==> config.mk <==
export PLATFORM = sky130hd
export DESIGN_NAME = lru_page_replacement
export DESIGN_NICKNAME = d
export VERILOG_FILES = /design/src/rtl/lrupr_pkg.sv /design/src/rtl/lru_page_replacement.sv /design/src/rtl/lrupr_cell.sv
export SDC_FILE = /design/constraint.sdc
export NUM_CORES = 1
export LEC_CHECK = 0
export ABC_CLOCK_PERIOD_IN_PS = 11160
export BUFFER_PORTS_ARGS = -buffer_cell sky130_fd_sc_hd__buf_4
export CAP_MARGIN = 15
export CELL_PAD_IN_SITES_DETAIL_PLACEMENT = 0
export CELL_PAD_IN_SITES_GLOBAL_PLACEMENT = 1
export CORE_UTILIZATION = 45
export CTS_BUF_LIST = sky130_fd_sc_hd__clkbuf_16
export DETAILED_ROUTE_END_ITERATION = 7
export PLACE_DENSITY_LB_ADDON = 0.1
export SETUP_SLACK_MARGIN = 0.02
export SYNTH_ARGS = -nofsm -noshare
export SYNTH_HDL_FRONTEND = slang
export SYNTH_SLANG_ARGS = --single-unit
==> constraint.sdc <==
create_clock -name clk -period 11.16 [get_ports clk]
set_clock_uncertainty 0.05 [all_clocks]
set_input_delay 2.232 -clock clk [delete_from_list [all_inputs] [get_ports clk]]
set_output_delay 2.232 -clock clk [all_outputs]
set_load 0.02 [all_outputs]
==> src/rtl/lrupr_pkg.sv <==
// Shared constants and types for the LRU page replacement block.
package lrupr_pkg;

    localparam int MAX_FRAMES = 8;
    localparam int PAGE_BITS  = 16;

    localparam int IDX_W = $clog2(MAX_FRAMES);       // frame number
    localparam int RANK_W = IDX_W;                   // 0 .. MAX_FRAMES-1
    localparam int OLD_W = IDX_W + 1;                // rank or MAX_FRAMES
    localparam int N_W = $clog2(MAX_FRAMES + 1);     // active frame count
    localparam int CFG_W = 4;
    localparam int CNT_W = 16;

    localparam logic [CFG_W-1:0]  FRAMES_RESET = CFG_W'(3);
    localparam logic [RANK_W-1:0] RANK_MAX = RANK_W'(MAX_FRAMES - 1);
    localparam logic [OLD_W-1:0]  RANK_EMPTY = OLD_W'(MAX_FRAMES);
    localparam logic [CNT_W-1:0]  CNT_SAT = {CNT_W{1'b1}};

    // Search results rippled from frame 0 upward.
    typedef struct packed {
        logic                 hit_found;
        logic [IDX_W-1:0]     hit_idx;
        logic [RANK_W-1:0]    hit_rank;
        logic                 empty_found;
        logic [IDX_W-1:0]     empty_idx;
        logic [RANK_W-1:0]    best_rank;
        logic [IDX_W-1:0]     best_idx;
        logic [PAGE_BITS-1:0] best_page;
    } chain_t;

    // Update broadcast to every frame cell.
    typedef struct packed {
        logic                 en;
        logic [IDX_W-1:0]     idx;
        logic [OLD_W-1:0]     old_rank;
        logic                 write_page;
        logic [PAGE_BITS-1:0] page;
    } upd_t;

endpackage

==> src/rtl/lru_page_replacement.sv <==
// Top level: LRU page replacement over a chain of frame cells.
// An accepted beat is held in page_reg until its result loads the output registers.
// Throughput: one beat per cycle while out_stall is low; the search ripples through
//   all frame cells combinationally, so the cell count sets the critical path.
// Reset: all frames empty, ranks and counters zero, frames_reg = 3.
module lru_page_replacement
(
    input  logic                                clk,
    input  logic                                rst_n,
    // configuration
    input  logic                                cfg_wr_en,
    input  logic [lrupr_pkg::CFG_W-1:0]         cfg_wr_data,
    // reference beats
    input  logic                                in_valid,
    output logic                                in_stall,
    input  logic [lrupr_pkg::PAGE_BITS-1:0]     page_number,
    // result beats
    output logic                                out_valid,
    input  logic                                out_stall,
    output logic                                hit,
    output logic                                replaced,
    output logic [lrupr_pkg::PAGE_BITS-1:0]     victim_page,
    output logic [lrupr_pkg::IDX_W-1:0]         frame_index,
    output logic [lrupr_pkg::CNT_W-1:0]         fault_total,
    output logic [lrupr_pkg::CNT_W-1:0]         replace_total
);

    localparam int MF = lrupr_pkg::MAX_FRAMES;

    logic [lrupr_pkg::CFG_W-1:0]     frames_reg;
    logic [lrupr_pkg::CFG_W-1:0]     frames_next;
    logic                            pend_reg;      // input beat held
    logic                            pend_next;
    logic [lrupr_pkg::PAGE_BITS-1:0] page_reg;
    logic [lrupr_pkg::PAGE_BITS-1:0] page_next;
    logic                            out_valid_reg;
    logic                            out_valid_next;
    logic                            hit_reg;
    logic                            hit_next;
    logic                            repl_reg;
    logic                            repl_next;
    logic [lrupr_pkg::PAGE_BITS-1:0] victim_reg;
    logic [lrupr_pkg::PAGE_BITS-1:0] victim_next;
    logic [lrupr_pkg::IDX_W-1:0]     fidx_reg;
    logic [lrupr_pkg::IDX_W-1:0]     fidx_next;
    logic [lrupr_pkg::CNT_W-1:0]     fault_reg;
    logic [lrupr_pkg::CNT_W-1:0]     fault_next;
    logic [lrupr_pkg::CNT_W-1:0]     rcnt_reg;
    logic [lrupr_pkg::CNT_W-1:0]     rcnt_next;

    logic                            fire;          // held beat resolves now
    logic                            in_accept;
    logic [lrupr_pkg::N_W-1:0]       n_eff;
    logic [MF-1:0]                   active;
    lrupr_pkg::chain_t               chain [MF+1];
    lrupr_pkg::chain_t               res;
    lrupr_pkg::upd_t                 upd;
    logic                            is_fill;
    logic                            is_repl;

    // One held beat; it resolves when the output register is free or drains.
    assign fire      = pend_reg && (!out_valid_reg || !out_stall);
    assign in_stall  = pend_reg && !fire;
    assign in_accept = in_valid && !in_stall;

    // Active frame count: 0 acts as 1, anything above the cell count clamps.
    always_comb
    begin
        if (frames_reg == '0)
            n_eff = lrupr_pkg::N_W'(1);
        else if (32'(frames_reg) > 32'(MF))
            n_eff = lrupr_pkg::N_W'(MF);
        else
            n_eff = lrupr_pkg::N_W'(frames_reg);
    end

    assign chain[0] = '0;

    for (genvar gi = 0; gi < MF; gi++)
    begin : g_cell
        assign active[gi] = (lrupr_pkg::N_W'(gi) < n_eff);

        lrupr_cell u_cell
        (
            .clk         (clk),
            .rst_n       (rst_n),
            .cell_idx    (lrupr_pkg::IDX_W'(gi)),
            .active      (active[gi]),
            .lookup_page (page_reg),
            .chain_in    (chain[gi]),
            .chain_out   (chain[gi+1]),
            .upd         (upd)
        );
    end

    assign res = chain[MF];

    // Decide: hit, fill the lowest empty frame, or evict the oldest.
    always_comb
    begin
        is_fill = !res.hit_found && res.empty_found;
        is_repl = !res.hit_found && !res.empty_found;

        upd.en         = fire;
        upd.page       = page_reg;
        upd.write_page = !res.hit_found;
        if (res.hit_found)
        begin
            upd.idx      = res.hit_idx;
            upd.old_rank = {1'b0, res.hit_rank};
        end
        else if (is_fill)
        begin
            upd.idx      = res.empty_idx;
            upd.old_rank = lrupr_pkg::RANK_EMPTY;   // empty frame is oldest
        end
        else
        begin
            upd.idx      = res.best_idx;
            upd.old_rank = {1'b0, res.best_rank};
        end
    end

    always_comb
    begin
        frames_next    = cfg_wr_en ? cfg_wr_data : frames_reg;
        pend_next      = pend_reg;
        page_next      = page_reg;
        out_valid_next = out_valid_reg;
        hit_next       = hit_reg;
        repl_next      = repl_reg;
        victim_next    = victim_reg;
        fidx_next      = fidx_reg;
        fault_next     = fault_reg;
        rcnt_next      = rcnt_reg;

        if (out_valid_reg && !out_stall)
            out_valid_next = 1'b0;
        if (fire)
        begin
            pend_next      = 1'b0;
            out_valid_next = 1'b1;
            hit_next       = res.hit_found;
            repl_next      = is_repl;
            victim_next    = is_repl ? res.best_page : '0;
            fidx_next      = upd.idx;
            if (!res.hit_found && (fault_reg != lrupr_pkg::CNT_SAT))
                fault_next = fault_reg + 1'b1;
            if (is_repl && (rcnt_reg != lrupr_pkg::CNT_SAT))
                rcnt_next = rcnt_reg + 1'b1;
        end
        if (in_accept)
        begin
            pend_next = 1'b1;
            page_next = page_number;
        end
    end

    always_ff @(posedge clk or negedge rst_n)
    begin
        if (!rst_n)
        begin
            frames_reg    <= lrupr_pkg::FRAMES_RESET;
            pend_reg      <= 1'b0;
            out_valid_reg <= 1'b0;
            fault_reg     <= '0;
            rcnt_reg      <= '0;
        end
        else
        begin
            frames_reg    <= frames_next;
            pend_reg      <= pend_next;
            out_valid_reg <= out_valid_next;
            fault_reg     <= fault_next;
            rcnt_reg      <= rcnt_next;
        end
    end

    always_ff @(posedge clk)
    begin
        page_reg   <= page_next;
        hit_reg    <= hit_next;
        repl_reg   <= repl_next;
        victim_reg <= victim_next;
        fidx_reg   <= fidx_next;
    end

    // Counters move only when a result loads, so they track the output beat.
    assign out_valid     = out_valid_reg;
    assign hit           = hit_reg;
    assign replaced      = repl_reg;
    assign victim_page   = victim_reg;
    assign frame_index   = fidx_reg;
    assign fault_total   = fault_reg;
    assign replace_total = rcnt_reg;

    // A result is a hit or an eviction, never both.
    a_hit_xor_repl: assert property (@(posedge clk) disable iff (!rst_n)
        out_valid_reg |-> !(hit_reg && repl_reg))
        else $error("hit and replaced both set");

    // Every eviction is also a fault.
    a_repl_le_fault: assert property (@(posedge clk) disable iff (!rst_n)
        rcnt_reg <= fault_reg)
        else $error("replace count above fault count");

    // A hit leaves the fault count unchanged.
    a_hit_no_fault: assert property (@(posedge clk) disable iff (!rst_n)
        (fire && res.hit_found) |=> $stable(fault_reg))
        else $error("fault counted on a hit");

endmodule

==> src/rtl/lrupr_cell.sv <==
// One frame cell: page, valid flag, recency rank, and its search stage.
module lrupr_cell
(
    input  logic                           clk,
    input  logic                           rst_n,
    input  logic [lrupr_pkg::IDX_W-1:0]    cell_idx,
    input  logic                           active,
    input  logic [lrupr_pkg::PAGE_BITS-1:0] lookup_page,
    input  lrupr_pkg::chain_t              chain_in,
    output lrupr_pkg::chain_t              chain_out,
    input  lrupr_pkg::upd_t                upd
);

    logic [lrupr_pkg::PAGE_BITS-1:0] page_reg;
    logic [lrupr_pkg::PAGE_BITS-1:0] page_next;
    logic                            valid_reg;
    logic                            valid_next;
    logic [lrupr_pkg::RANK_W-1:0]    rank_reg;
    logic [lrupr_pkg::RANK_W-1:0]    rank_next;

    // search stage
    always_comb
    begin
        chain_out = chain_in;
        if (active && valid_reg && (page_reg == lookup_page) && !chain_in.hit_found)
        begin
            chain_out.hit_found = 1'b1;
            chain_out.hit_idx   = cell_idx;
            chain_out.hit_rank  = rank_reg;
        end
        if (active && !valid_reg && !chain_in.empty_found)
        begin
            chain_out.empty_found = 1'b1;
            chain_out.empty_idx   = cell_idx;
        end
        // frame 0 seeds the oldest candidate, so all-equal ranks pick it
        if (active && ((rank_reg > chain_in.best_rank) || (cell_idx == '0)))
        begin
            chain_out.best_rank = rank_reg;
            chain_out.best_idx  = cell_idx;
            chain_out.best_page = page_reg;
        end
    end

    // update
    always_comb
    begin
        page_next  = page_reg;
        valid_next = valid_reg;
        rank_next  = rank_reg;
        if (upd.en && active)
        begin
            if (cell_idx == upd.idx)
            begin
                rank_next = '0;
                if (upd.write_page)
                begin
                    page_next  = upd.page;
                    valid_next = 1'b1;
                end
            end
            else if (valid_reg && ({1'b0, rank_reg} < upd.old_rank)
                     && (rank_reg != lrupr_pkg::RANK_MAX))
            begin
                rank_next = rank_reg + 1'b1;
            end
        end
    end

    always_ff @(posedge clk or negedge rst_n)
    begin
        if (!rst_n)
        begin
            valid_reg <= 1'b0;
            rank_reg  <= '0;
        end
        else
        begin
            valid_reg <= valid_next;
            rank_reg  <= rank_next;
        end
    end

    always_ff @(posedge clk)
    begin
        page_reg <= page_next;
    end

endmodule
# [Yosys cells after proc, flatten, opt, wreduce, memory -nomap -nowiden]
# Cells that the tools add are included.
[word_totals] output_inout_bits=55 ff_bits=235 wordCells=278 inputBits=25
[classes] add_sub_neg=10 muxes=48 bitwise=1 n_eq_ne=25 n_reduce_logical=136 order_cmp=24
[ops] op="2-to-1 mux 22 bit" n=8
[ops] op="equality test 16 bit" n=8
[ops] op="logical AND 1 bit" n=77
[ops] op="2-to-1 mux 7 bit" n=10
[ops] op="2-to-1 mux 3 bit" n=16
[ops] op="2-to-1 mux 4 bit" n=10
[ops] op="adder 16 x 1 -> 16 bit (second input constant)" n=2
[ops] op="< comparator 3 x 4 -> 1 bit" n=8
[ops] op="inequality test 16 bit (second input constant)" n=2
[ops] op="logical NOT 1 bit" n=28
[ops] op="adder 3 x 1 -> 3 bit (second input constant)" n=8
[ops] op="inequality test 3 bit (second input constant)" n=8
[ops] op="AND reduction 3 bit" n=8
[ops] op="greater-than comparator 3 bit" n=7
[ops] op="AND reduction 2 bit" n=10
[ops] op="nonzero test 2 bit" n=10
[ops] op="< comparator 3 x 4 -> 1 bit (first input constant)" n=4
[ops] op="equality test 3 bit (first input constant)" n=4
[ops] op="< comparator 1 x 4 -> 1 bit (first input constant)" n=2
[ops] op="< comparator 2 x 4 -> 1 bit (first input constant)" n=2
[ops] op="equality test 2 x 3 -> 1 bit (first input constant)" n=2
[ops] op="greater-than comparator 4 bit (second input constant)" n=1
[ops] op="logical NOT 4 bit" n=1
[ops] op="2-to-1 mux 1 bit" n=4
[ops] op="other kinds (4)" n=4

# [Longest topological paths before layout]
# Gate-level depths: netlist of run 1.
[logic_depth] ltp_word=37 ltp_mapped=61

# [Cells and area by module]
# A second synthesis of run 1 with hierarchy kept.
[hier_totals] hier_cells=1204 area_unflattened_um2=14749.1
[modules_own_cells] module="lrupr_cell" area_each_um2=1433.9 cells_per_inst=120 instances=8
[modules_own_cells] module="lru_page_replacement" area_each_um2=3278.1 cells_per_inst=244 instances=1

# [Worst setup path before layout of run 1]
# OpenSTA, ideal clock, no wires.
[synth_timing] path_type="reg2reg" start="register g_cell[0].u_cell.rank_reg[2] (netlist name)" end="register g_cell[3].u_cell.page_reg[0] (netlist name), enable pin" synth_period_minus_slack_ns=11.881 path_stages_with_launch=50 required_ns=10.678 setup_time_ns=0.432 path_slack_ns=-0.721 t_arrival_ns=11.399 cell_sequence="dfrtp_1 > inv_1 > ha_1 > a21oi_1 > nand2_1 > nand2_1 > clkbuf_1 > nand2_1 > o21ai_0 > ha_1 > nor2_1 > o311a_1 > o21ai_0 > a211oi_1 > nor2_1 > ha_1 > or3_1 > o211ai_1 > [... 14 more ...] > nor3_4 > buf_2 > buf_2 > o21ai_0 > ha_1 > nor2b_1 > o21a_1 > o21ai_1 > nor2_1 > o21ba_2 > ha_1 > a31oi_1 > o21a_1 > clkbuf_1 > a22oi_1 > o31a_1 > buf_4 > nor4_1"
[synth_via] elab_chain_cells=26
[synth_rtl] item="start: declaration" line_no="lrupr_cell.sv:18" rtl="logic [lrupr_pkg::RANK_W-1:0] rank_reg;"
[synth_rtl] item="start signal: assignment" line_no="lrupr_cell.sv:80" rtl="rank_reg <= rank_next;"
[synth_rtl] item="2-to-1 mux 22 bit *" line_no="lrupr_cell.sv:37" rtl="if (active && ((rank_reg > chain_in.best_rank) || (cell_idx == '0)))"
[synth_rtl] item="greater-than comparator 3 bit" line_no="lrupr_cell.sv:37"
[synth_rtl] item="logical AND 1 bit" line_no="lrupr_cell.sv:37"
[synth_rtl] item="2-to-1 mux 22 bit *" line_no="lrupr_cell.sv:37"
[synth_rtl] item="greater-than comparator 3 bit" line_no="lrupr_cell.sv:37"
[synth_rtl] item="logical AND 1 bit" line_no="lrupr_cell.sv:37"
[synth_rtl] item="2-to-1 mux 22 bit *" line_no="lrupr_cell.sv:37"
[synth_rtl] item="greater-than comparator 3 bit" line_no="lrupr_cell.sv:37"
[synth_rtl] item="[... 10 more ...]"
[synth_rtl] item="2-to-1 mux 22 bit *" line_no="lrupr_cell.sv:37"
[synth_rtl] item="greater-than comparator 3 bit" line_no="lrupr_cell.sv:37"
[synth_rtl] item="logical AND 1 bit" line_no="lrupr_cell.sv:37"
[synth_rtl] item="2-to-1 mux 22 bit *" line_no="lrupr_cell.sv:37"
[synth_rtl] item="2-to-1 mux 7 bit *" line_no="lru_page_replacement.sv:112" rtl="else if (is_fill)"
[synth_rtl] item="2-to-1 mux 7 bit *" line_no="lru_page_replacement.sv:107" rtl="if (res.hit_found)"
[synth_rtl] item="equality test 2 x 3 -> 1 bit *" line_no="lrupr_cell.sv:53" rtl="if (cell_idx == upd.idx)"
[synth_rtl] item="AND reduction 3 bit (no source line) *"
[synth_rtl] item="end signal: assignment" line_no="lrupr_cell.sv:86" rtl="page_reg <= page_next;"
[synth_rtl] item="end: declaration" line_no="lrupr_cell.sv:14" rtl="logic [lrupr_pkg::PAGE_BITS-1:0] page_reg;"
# Mark *: on every way between the ends. The rest lies on a longest branch, timed or not.
# A chain may end at the register's enable or synchronous reset.

# [Final worst setup path of run 1]
[layout_timing] start="register g_cell[0].u_cell.rank_reg[2] (netlist name)" end="register g_cell[0].u_cell.rank_reg[0] (netlist name)"
[layout_via] elab_chain_cells=29
[layout_rtl] item="2-to-1 mux 22 bit" line_no="lrupr_cell.sv:37"
[layout_rtl] item="greater-than comparator 3 bit" line_no="lrupr_cell.sv:37"
[layout_rtl] item="logical AND 1 bit" line_no="lrupr_cell.sv:37"
[layout_rtl] item="2-to-1 mux 22 bit" line_no="lrupr_cell.sv:37"
[layout_rtl] item="greater-than comparator 3 bit" line_no="lrupr_cell.sv:37"
[layout_rtl] item="logical AND 1 bit" line_no="lrupr_cell.sv:37"
[layout_rtl] item="2-to-1 mux 22 bit" line_no="lrupr_cell.sv:37"
[layout_rtl] item="greater-than comparator 3 bit" line_no="lrupr_cell.sv:37"
[layout_rtl] item="[... 13 more ...]"
[layout_rtl] item="2-to-1 mux 22 bit" line_no="lrupr_cell.sv:37"
[layout_rtl] item="2-to-1 mux 7 bit" line_no="lru_page_replacement.sv:112"
[layout_rtl] item="2-to-1 mux 7 bit" line_no="lru_page_replacement.sv:107"
[layout_rtl] item="< comparator 3 x 4 -> 1 bit" line_no="lrupr_cell.sv:62" rtl="else if (valid_reg && ({1'b0, rank_reg} < upd.old_rank)"
[layout_rtl] item="logical AND 1 bit" line_no="lrupr_cell.sv:62"
[layout_rtl] item="logical AND 1 bit" line_no="lrupr_cell.sv:63" rtl="&& (rank_reg != lrupr_pkg::RANK_MAX))"
[layout_rtl] item="nonzero test 2 bit (no source line)"
[layout_rtl] item="AND reduction 2 bit (no source line)"
# Parallel ways exist; a longest one is shown, timed or not.

==> run metrics, run 1 <==
outcome=completed; Worst Max-Slew Pin Slew=~0.96 ns; worst skew pair latency=0.58 ns; Yosys Warn Count=0; layout cells sized above 1=between 10% and 20%; DIE AREA=31200 um2; flop2flop setup slack=0.63 ns; GR Util All Layers=roughly a quarter; hold_sp=fault_total[10]$_DFFE_PN0P_; hpwl dp=27.4 mm; startpoint types=flip-flop; CTS tree=done; PortBufs=79; Post-Syn Nets=1356; area of the multi-input gates=6720 um2; RSZ-0062 raised after global routing=false; nature of the critical path endpoint=flip-flop; Cell variety after synth=98; crit path kind=flip-flop to flip-flop; reg-to-reg critical path startpoint=g_cell[0].u_cell.rank_reg[2]$_DFFE_PN0P_; dpl ws=-0.164 ns; row cnt=63; mapped cell area=13700 um2; via-per-instance ratio=between 5 and 6; clock buffer depth=3; slowest CP cell=or4b_4; initial antenna violation count=0; CTS Hold Buffers Added=0; Initial DRC Count=674; Die H=around 180 um; Syn Inst Count=approximately 1300; Initial Util=46.1%; Post-Place Cells=about 1700; diodes inserted=0; fin crit share=a little over nine tenths; Placer Congestion=between 0.9 and 1; I/O pin count=80; Final setup viols=0; Layout area overhead=15.7%; Reg area=6710 um2; Hold Vio Cnt, Final=0; Setup WS post-layout=0.625 ns; Clk Tree Root Cell=clkbuf_16; Finished Layout Cells=1800; CP required=11.56 ns; Synth async-reset ratio=29.8%; hold endpoint=fault_total[10]$_DFFE_PN0P_; drt pass-1 iters=5; post-detailed-routing wire length=36.4 mm; Worst Hold Depth=1; DRC=0; Arr. time, crit path=10.94 ns; first-pass GRT wire length=about 57 mm; Final ANT Viol Nets=0; placed cell area=14800 um2; Post-synth EDFFs=165; clk slew on worst S/H paths=0.05 ns; cts bufs inserted=28; Slowest Stage Delay on Critical Path=0.50 ns; worst relative slew slack=35.7%; R2R cell count=52; min-delay worst type=flip-flop to flip-flop; Layout Nets=roughly 1500; # clock sinks=235; core region area=roughly 30000 um2; predominant post-synthesis flop cell=edfxtp_1; final instance area=15900 um2; Post-Syn Area per Cell=10.6 um2; Die Wd=between 150 and 200 um; total gr overflow=0; filler instances=between 2000 and 3000; total number of H-tree levels=1; detailed-route via count=a little over 10000; max-slew violations=0; CP Max Fanout=42; final worst path period need=10.53 ns; reg2reg end=g_cell[0].u_cell.rank_reg[0]$_DFFE_PN0P_; Critical Path Most Common Cell=ha_1; max-cap viol count=0; f_max=94.9 MHz; largest net degree at the start of global routing=71; max reg flops=128; #FFs+latches synth=235; vias in the first global route=roughly 10000; routed wire length per instance=approximately 20 um; sequential area share after synthesis=48.9%
[cells by family (layout without fill, tap and decap cells)]
family	after synthesis	in the layout	share of synthesized area, %
compound gates	206	206	11.4
mux	47	47	3.69
simple gates	510	510	18.8
fa+ha+maj	43	43	3.88
buf+inv	92	211	3.28
xor+xnor	158	158	10.1
flops	235	235	48.9
[layer usage]
layer | vias up | global-route usage (%) | wire length (um)
met4 | 0 | 7.04 | 854
met1 | 4982 | 32.9 | 16900
met3 | 67 | 2.92 | 1850
met5 | - | 0 | 0
met2 | 293 | 38.5 | 16800
li1 | 4965 | - | -
[critical path, delay by kind of cell (launching register included)]
family	cells	cell delay [ns]
fa+ha+maj	10	2.93
flops	1	0.42
buf+inv	4	0.60
simple gates	18	3.04
mux	2	0.51
compound gates	18	2.84
[cell usage after synthesis (4+ instances only)]
cell type | count | area share (%)
a211oi_1 | 20 | 1.1
a21oi_1 | 32 | 1.2
a22o_1 | 10 | 0.64
a31oi_1 | 27 | 1.2
and2_1 | 10 | 0.46
and3_1 | 23 | 1.0
and4_1 | 5 | 0.32
buf_2 | 9 | 0.33
buf_4 | 17 | 0.93
buf_6 | 4 | 0.33
clkbuf_1 | 23 | 0.63
dfrtp_1 | 68 | 12
edfxtp_1 | 165 | 36
ha_1 | 40 | 3.6
inv_1 | 35 | 0.96
mux2_2 | 26 | 2.1
mux2i_1 | 20 | 1.5
nand2_1 | 155 | 4.2
nand2b_1 | 8 | 0.36
nand3_1 | 44 | 1.6
nand4_1 | 35 | 1.6
nand4b_1 | 7 | 0.45
nor2_1 | 107 | 2.9
nor2b_1 | 4 | 0.18
nor3_1 | 42 | 1.5
nor4_1 | 10 | 0.46
nor4b_1 | 4 | 0.26
o2111ai_1 | 4 | 0.26
o211ai_1 | 5 | 0.27
o21a_1 | 9 | 0.49
o21ai_0 | 25 | 0.91
o21ai_1 | 5 | 0.18
or2_2 | 12 | 0.55
or3_1 | 9 | 0.41
or4_1 | 8 | 0.44
xnor2_1 | 106 | 6.8
xor2_1 | 52 | 3.3
[worst max-delay path by stage]
stage                     slack (ns)                                  endpoint  cells after the start                                      from
after floorplan                 0.02  g_cell[0].u_cell.rank_reg[0]$_DFFE_PN0P_                     57  g_cell[0].u_cell.rank_reg[2]$_DFFE_PN0P_
after global placement          0.25  g_cell[0].u_cell.rank_reg[0]$_DFFE_PN0P_                     52  g_cell[0].u_cell.rank_reg[2]$_DFFE_PN0P_
after detailed placement       -0.16  g_cell[0].u_cell.rank_reg[0]$_DFFE_PN0P_                     52  g_cell[0].u_cell.rank_reg[2]$_DFFE_PN0P_
after CTS                       0.03  g_cell[0].u_cell.rank_reg[0]$_DFFE_PN0P_                     51  g_cell[0].u_cell.rank_reg[2]$_DFFE_PN0P_
after global routing            0.03  g_cell[6].u_cell.rank_reg[0]$_DFFE_PN0P_                     55  g_cell[0].u_cell.rank_reg[2]$_DFFE_PN0P_
final                           0.63  g_cell[0].u_cell.rank_reg[0]$_DFFE_PN0P_                     52  g_cell[0].u_cell.rank_reg[2]$_DFFE_PN0P_
[area by class of cell]
type	count	share of cell area, %
clock buffer	28	4.41
tap	390	3.07
timing repair buffer	124	5.91
sequential	235	42.2
inverter	36	0.851
clock inverter	23	1.24
multi-input combinational	964	42.3
[cells in the final DEF, fill, tap and decap left out, types with 4 or more instances in the layout]
master | netlist | routed
mux2i_1 | 20 | 20
a211oi_1 | 20 | 19
nor2b_1 | 4 | 4
or4_1 | 8 | 8
xnor2_1 | 106 | 106
nand2b_1 | 8 | 8
o21ai_1 | 5 | 7
o211ai_1 | 5 | 5
clkbuf_16 | 0 | 28
nand2_1 | 155 | 153
dfrtp_1 | 68 | 67
a21oi_1 | 32 | 31
o2111ai_1 | 4 | 4
nand3_1 | 44 | 44
buf_4 | 17 | 123
and4_1 | 5 | 5
clkinv_2 | 0 | 5
ha_1 | 40 | 39
mux2_2 | 26 | 26
nor4_1 | 10 | 9
nor3_2 | 0 | 5
or2_2 | 12 | 12
or3_1 | 9 | 9
xor2_1 | 52 | 52
a31oi_4 | 3 | 4
nor3_1 | 42 | 36
edfxtp_1 | 165 | 165
nand4_1 | 35 | 35
and2_1 | 10 | 10
a31oi_1 | 27 | 26
a22o_1 | 10 | 10
o21ai_0 | 25 | 21
inv_1 | 35 | 38
and3_1 | 23 | 23
nand4b_1 | 7 | 7
clkinvlp_4 | 0 | 4
nor2_1 | 107 | 106
clkinv_1 | 0 | 6
o21a_1 | 9 | 8
[per-stage QoR]
stage                     hold WS (ns)  util (%)  TNS [ns]
after global routing             0.471      53.3         0
after floorplan                  0.407         -         0
after CTS                        0.447      52.8         0
after global placement           0.429      49.7         0
after detailed placement         0.433      49.7    -0.302
final                            0.443      53.3         0
[repair_timing]
item,in CTS,in global routing
buffers inserted,3,10
hold endpoints to repair,0,0
gates resized for setup,2,18
pin swaps,0,7
endpoints found under the setup margin,10,160
Power of run 1 is left out: the tool's default activity adds up to more than one toggle a clock period on the data nets, which glitch-free logic cannot reach.
==> run 2, diff against run 1 <==
ABC_CLOCK_PERIOD_IN_PS = 9000   (was 11160)
CELL_PAD_IN_SITES_DETAIL_PLACEMENT = 1   (was 0)
clock period = 9 ns   (was 11.16 ns; I/O delays follow)
==> run 2 against run 1 <==
The run now ends with setup timing left. Register-to-register slack got worse by 1.6 ns. Die area unchanged. Critical path depth shrank 1. Maximum frequency grew 5.4%. Global-route usage increased by 3.6 points. Wire length grew 17%. Via count increased by 6.8%. Worst setup slack worse by 1.6 ns. Largest cell class unchanged.
==> run metrics, run 2 (same netlist as run 1, synthesis figures left out) <==
outcome=finished with violations (was completed); failing checks=setup timing; Hold Vio Cnt, Final=0 (unchanged); DRC=0 (unchanged); reg2reg end=g_cell[0].u_cell.rank_reg[0]$_DFFE_PN0P_ (unchanged); row cnt=63 (unchanged); f_max=100 MHz (was 94.9 MHz); startpoint types=flip-flop (unchanged); largest net degree at the start of global routing=71 (unchanged); nature of the critical path endpoint=flip-flop (unchanged); Final ANT Viol Nets=0 (unchanged); Placer Congestion=0.928 (was 0.921); R2R cell count=51 (was 52); total number of H-tree levels=1 (unchanged); Arr. time, crit path=10.38 ns (was 10.94 ns); vias in the first global route=11449 (was 10081); RSZ-0062 raised after global routing=true (was false); diodes inserted=0 (unchanged); via-per-instance ratio=5.79 (was 5.73); final worst path period need=10.0 ns (was 10.53 ns); Worst Path Buf+Inv=2 (was 4); final instance area=17200 um2 (was 15900 um2); core region area=29800 um2 (unchanged); CTS tree=done (unchanged); detailed-route via count=11008 (was 10307); cts bufs inserted=27 (was 28); crit path kind=flip-flop to flip-flop (unchanged); clock buffer depth=3 (unchanged); hpwl dp=31.2 mm (was 27.4 mm); Setup WS post-layout=-0.997 ns (was 0.625 ns); CP Max Fanout=5 (was 42); routed wire length per instance=22.3 um (was 20.2 um); Worst Max-Slew Pin Slew=1.03 ns (was 0.964 ns); max reg flops=128 (unchanged); Clk Tree Root Cell=clkbuf_16 (unchanged); layout cells sized above 1=27.2% (was 18.6%); initial antenna violation count=0 (unchanged); drt pass-1 iters=6 (was 5); commonest cells after routing, fill and taps aside=buf_4 (205), edfxtp_1 (165), nand2_1 (148) (was edfxtp_1 (165), nand2_1 (153), buf_4 (123)); worst relative slew slack=30.2% (was 35.7%); max-cap viol count=0 (unchanged); post-detailed-routing wire length=42.4 mm (was 36.4 mm); Critical Path Most Common Cell=ha_4 (was ha_1); Initial DRC Count=679 (was 674); clk slew on worst S/H paths=0.06 ns (was 0.05 ns); DIE AREA=31200 um2 (unchanged); most common cell after layout, fill and taps aside=buf_4 (was edfxtp_1); min-delay worst type=flip-flop to flip-flop (unchanged); Die Wd=177 um (unchanged); Top Family by Delay on Critical Path=compound AO/OA/AOI/OAI gates (was simple AND/OR/NAND/NOR gates); I/O pin count=80 (unchanged); Layout Nets=1554 (was 1454); first-pass GRT wire length=65.5 mm (was 56.9 mm); reg-to-reg critical path startpoint=g_cell[1].u_cell.rank_reg[2]$_DFFE_PN0P_ (was g_cell[0].u_cell.rank_reg[2]$_DFFE_PN0P_); CP required=9.38 ns (was 11.56 ns); Worst Hold Depth=1 (unchanged); # clock sinks=235 (unchanged); hold_sp=fault_total[10]$_DFFE_PN0P_ (unchanged); Initial Util=46.1% (unchanged); worst skew pair latency=0.55 ns (was 0.58 ns); hold endpoint=fault_total[10]$_DFFE_PN0P_ (unchanged); placed cell area=15600 um2 (was 14800 um2); Final setup viols=160 (was 0); Layout area overhead=25.4% (was 15.7%); flop2flop setup slack=-1.0 ns (was 0.63 ns); total gr overflow=0 (unchanged); PortBufs=79 (unchanged); slowest CP cell=or4b_4 (unchanged); Die H=177 um (unchanged); max-slew violations=0 (unchanged); fin crit share=111% (was 94.4%); Slowest Stage Delay on Critical Path=0.52 ns (was 0.50 ns); GR Util All Layers=27.2% (was 23.7%)
## run 2: how the worst max path moves through the flow
| stage | from | endpoint | slack [ns] | cells after the start |
|---|---|---|---|---|
| floorplan | g_cell[0].u_cell.rank_reg[0]$_DFFE_PN0P_ | g_cell[0].u_cell.rank_reg[0]$_DFFE_PN0P_ | -1.61 | 57 |
| global placement | g_cell[0].u_cell.rank_reg[0]$_DFFE_PN0P_ | g_cell[0].u_cell.rank_reg[0]$_DFFE_PN0P_ | -0.57 | 51 |
| detailed placement | g_cell[0].u_cell.rank_reg[1]$_DFFE_PN0P_ | g_cell[0].u_cell.rank_reg[0]$_DFFE_PN0P_ | -1.02 | 54 |
| CTS | g_cell[1].u_cell.rank_reg[2]$_DFFE_PN0P_ | g_cell[0].u_cell.rank_reg[0]$_DFFE_PN0P_ | -0.88 | 51 |
| global route | g_cell[1].u_cell.rank_reg[2]$_DFFE_PN0P_ | g_cell[0].u_cell.rank_reg[0]$_DFFE_PN0P_ | -1.51 | 51 |
| finish | g_cell[1].u_cell.rank_reg[2]$_DFFE_PN0P_ | g_cell[0].u_cell.rank_reg[0]$_DFFE_PN0P_ | -1.0 | 51 |
## run 2: metal layers
layer	share of wire (%)	global-route usage, %
met5	0	0
met4	2.9	8.44
met3	4.0	3.48
met2	48	45.1
met1	45	37.0
## run 2: through the flow
stage | setup TNS (ns) | setup slack, ns | hold WS, ns | std cells | utilization [%]
6_report | -92.11 | -0.997 | 0.447 | 1900 | 57.8
5_1_grt | -172.82 | -1.51 | 0.466 | 1900 | 57.8
4_1_cts | -71.11 | -0.881 | 0.453 | 1886 | 57.1
3_5_place_dp | -72.43 | -1.02 | 0.442 | 1801 | 52.4
3_3_place_gp | -16.02 | -0.569 | 0.430 | 1801 | 52.4
2_1_floorplan | -143.91 | -1.61 | 0.407 | 1291 | -
## run 2: final cells by class
class | count | area (um2)
multi-input cells | 964 | 7150
clock inverters | 23 | 165
flip-flops and latches | 235 | 6710
repair buffers | 225 | 1890
clock buffers | 27 | 676
fillers | 3198 | 12600
well taps | 390 | 488
inverters | 36 | 140
## run 2: what timing repair did
action	in CTS	in global routing
setup buffers	35	11
pin swaps	26	15
endpoints found under the setup margin	160	179
hold buffers	0	0
cloned	1	2
gates resized for setup	56	9
Power of run 2 is left out for the same reason.
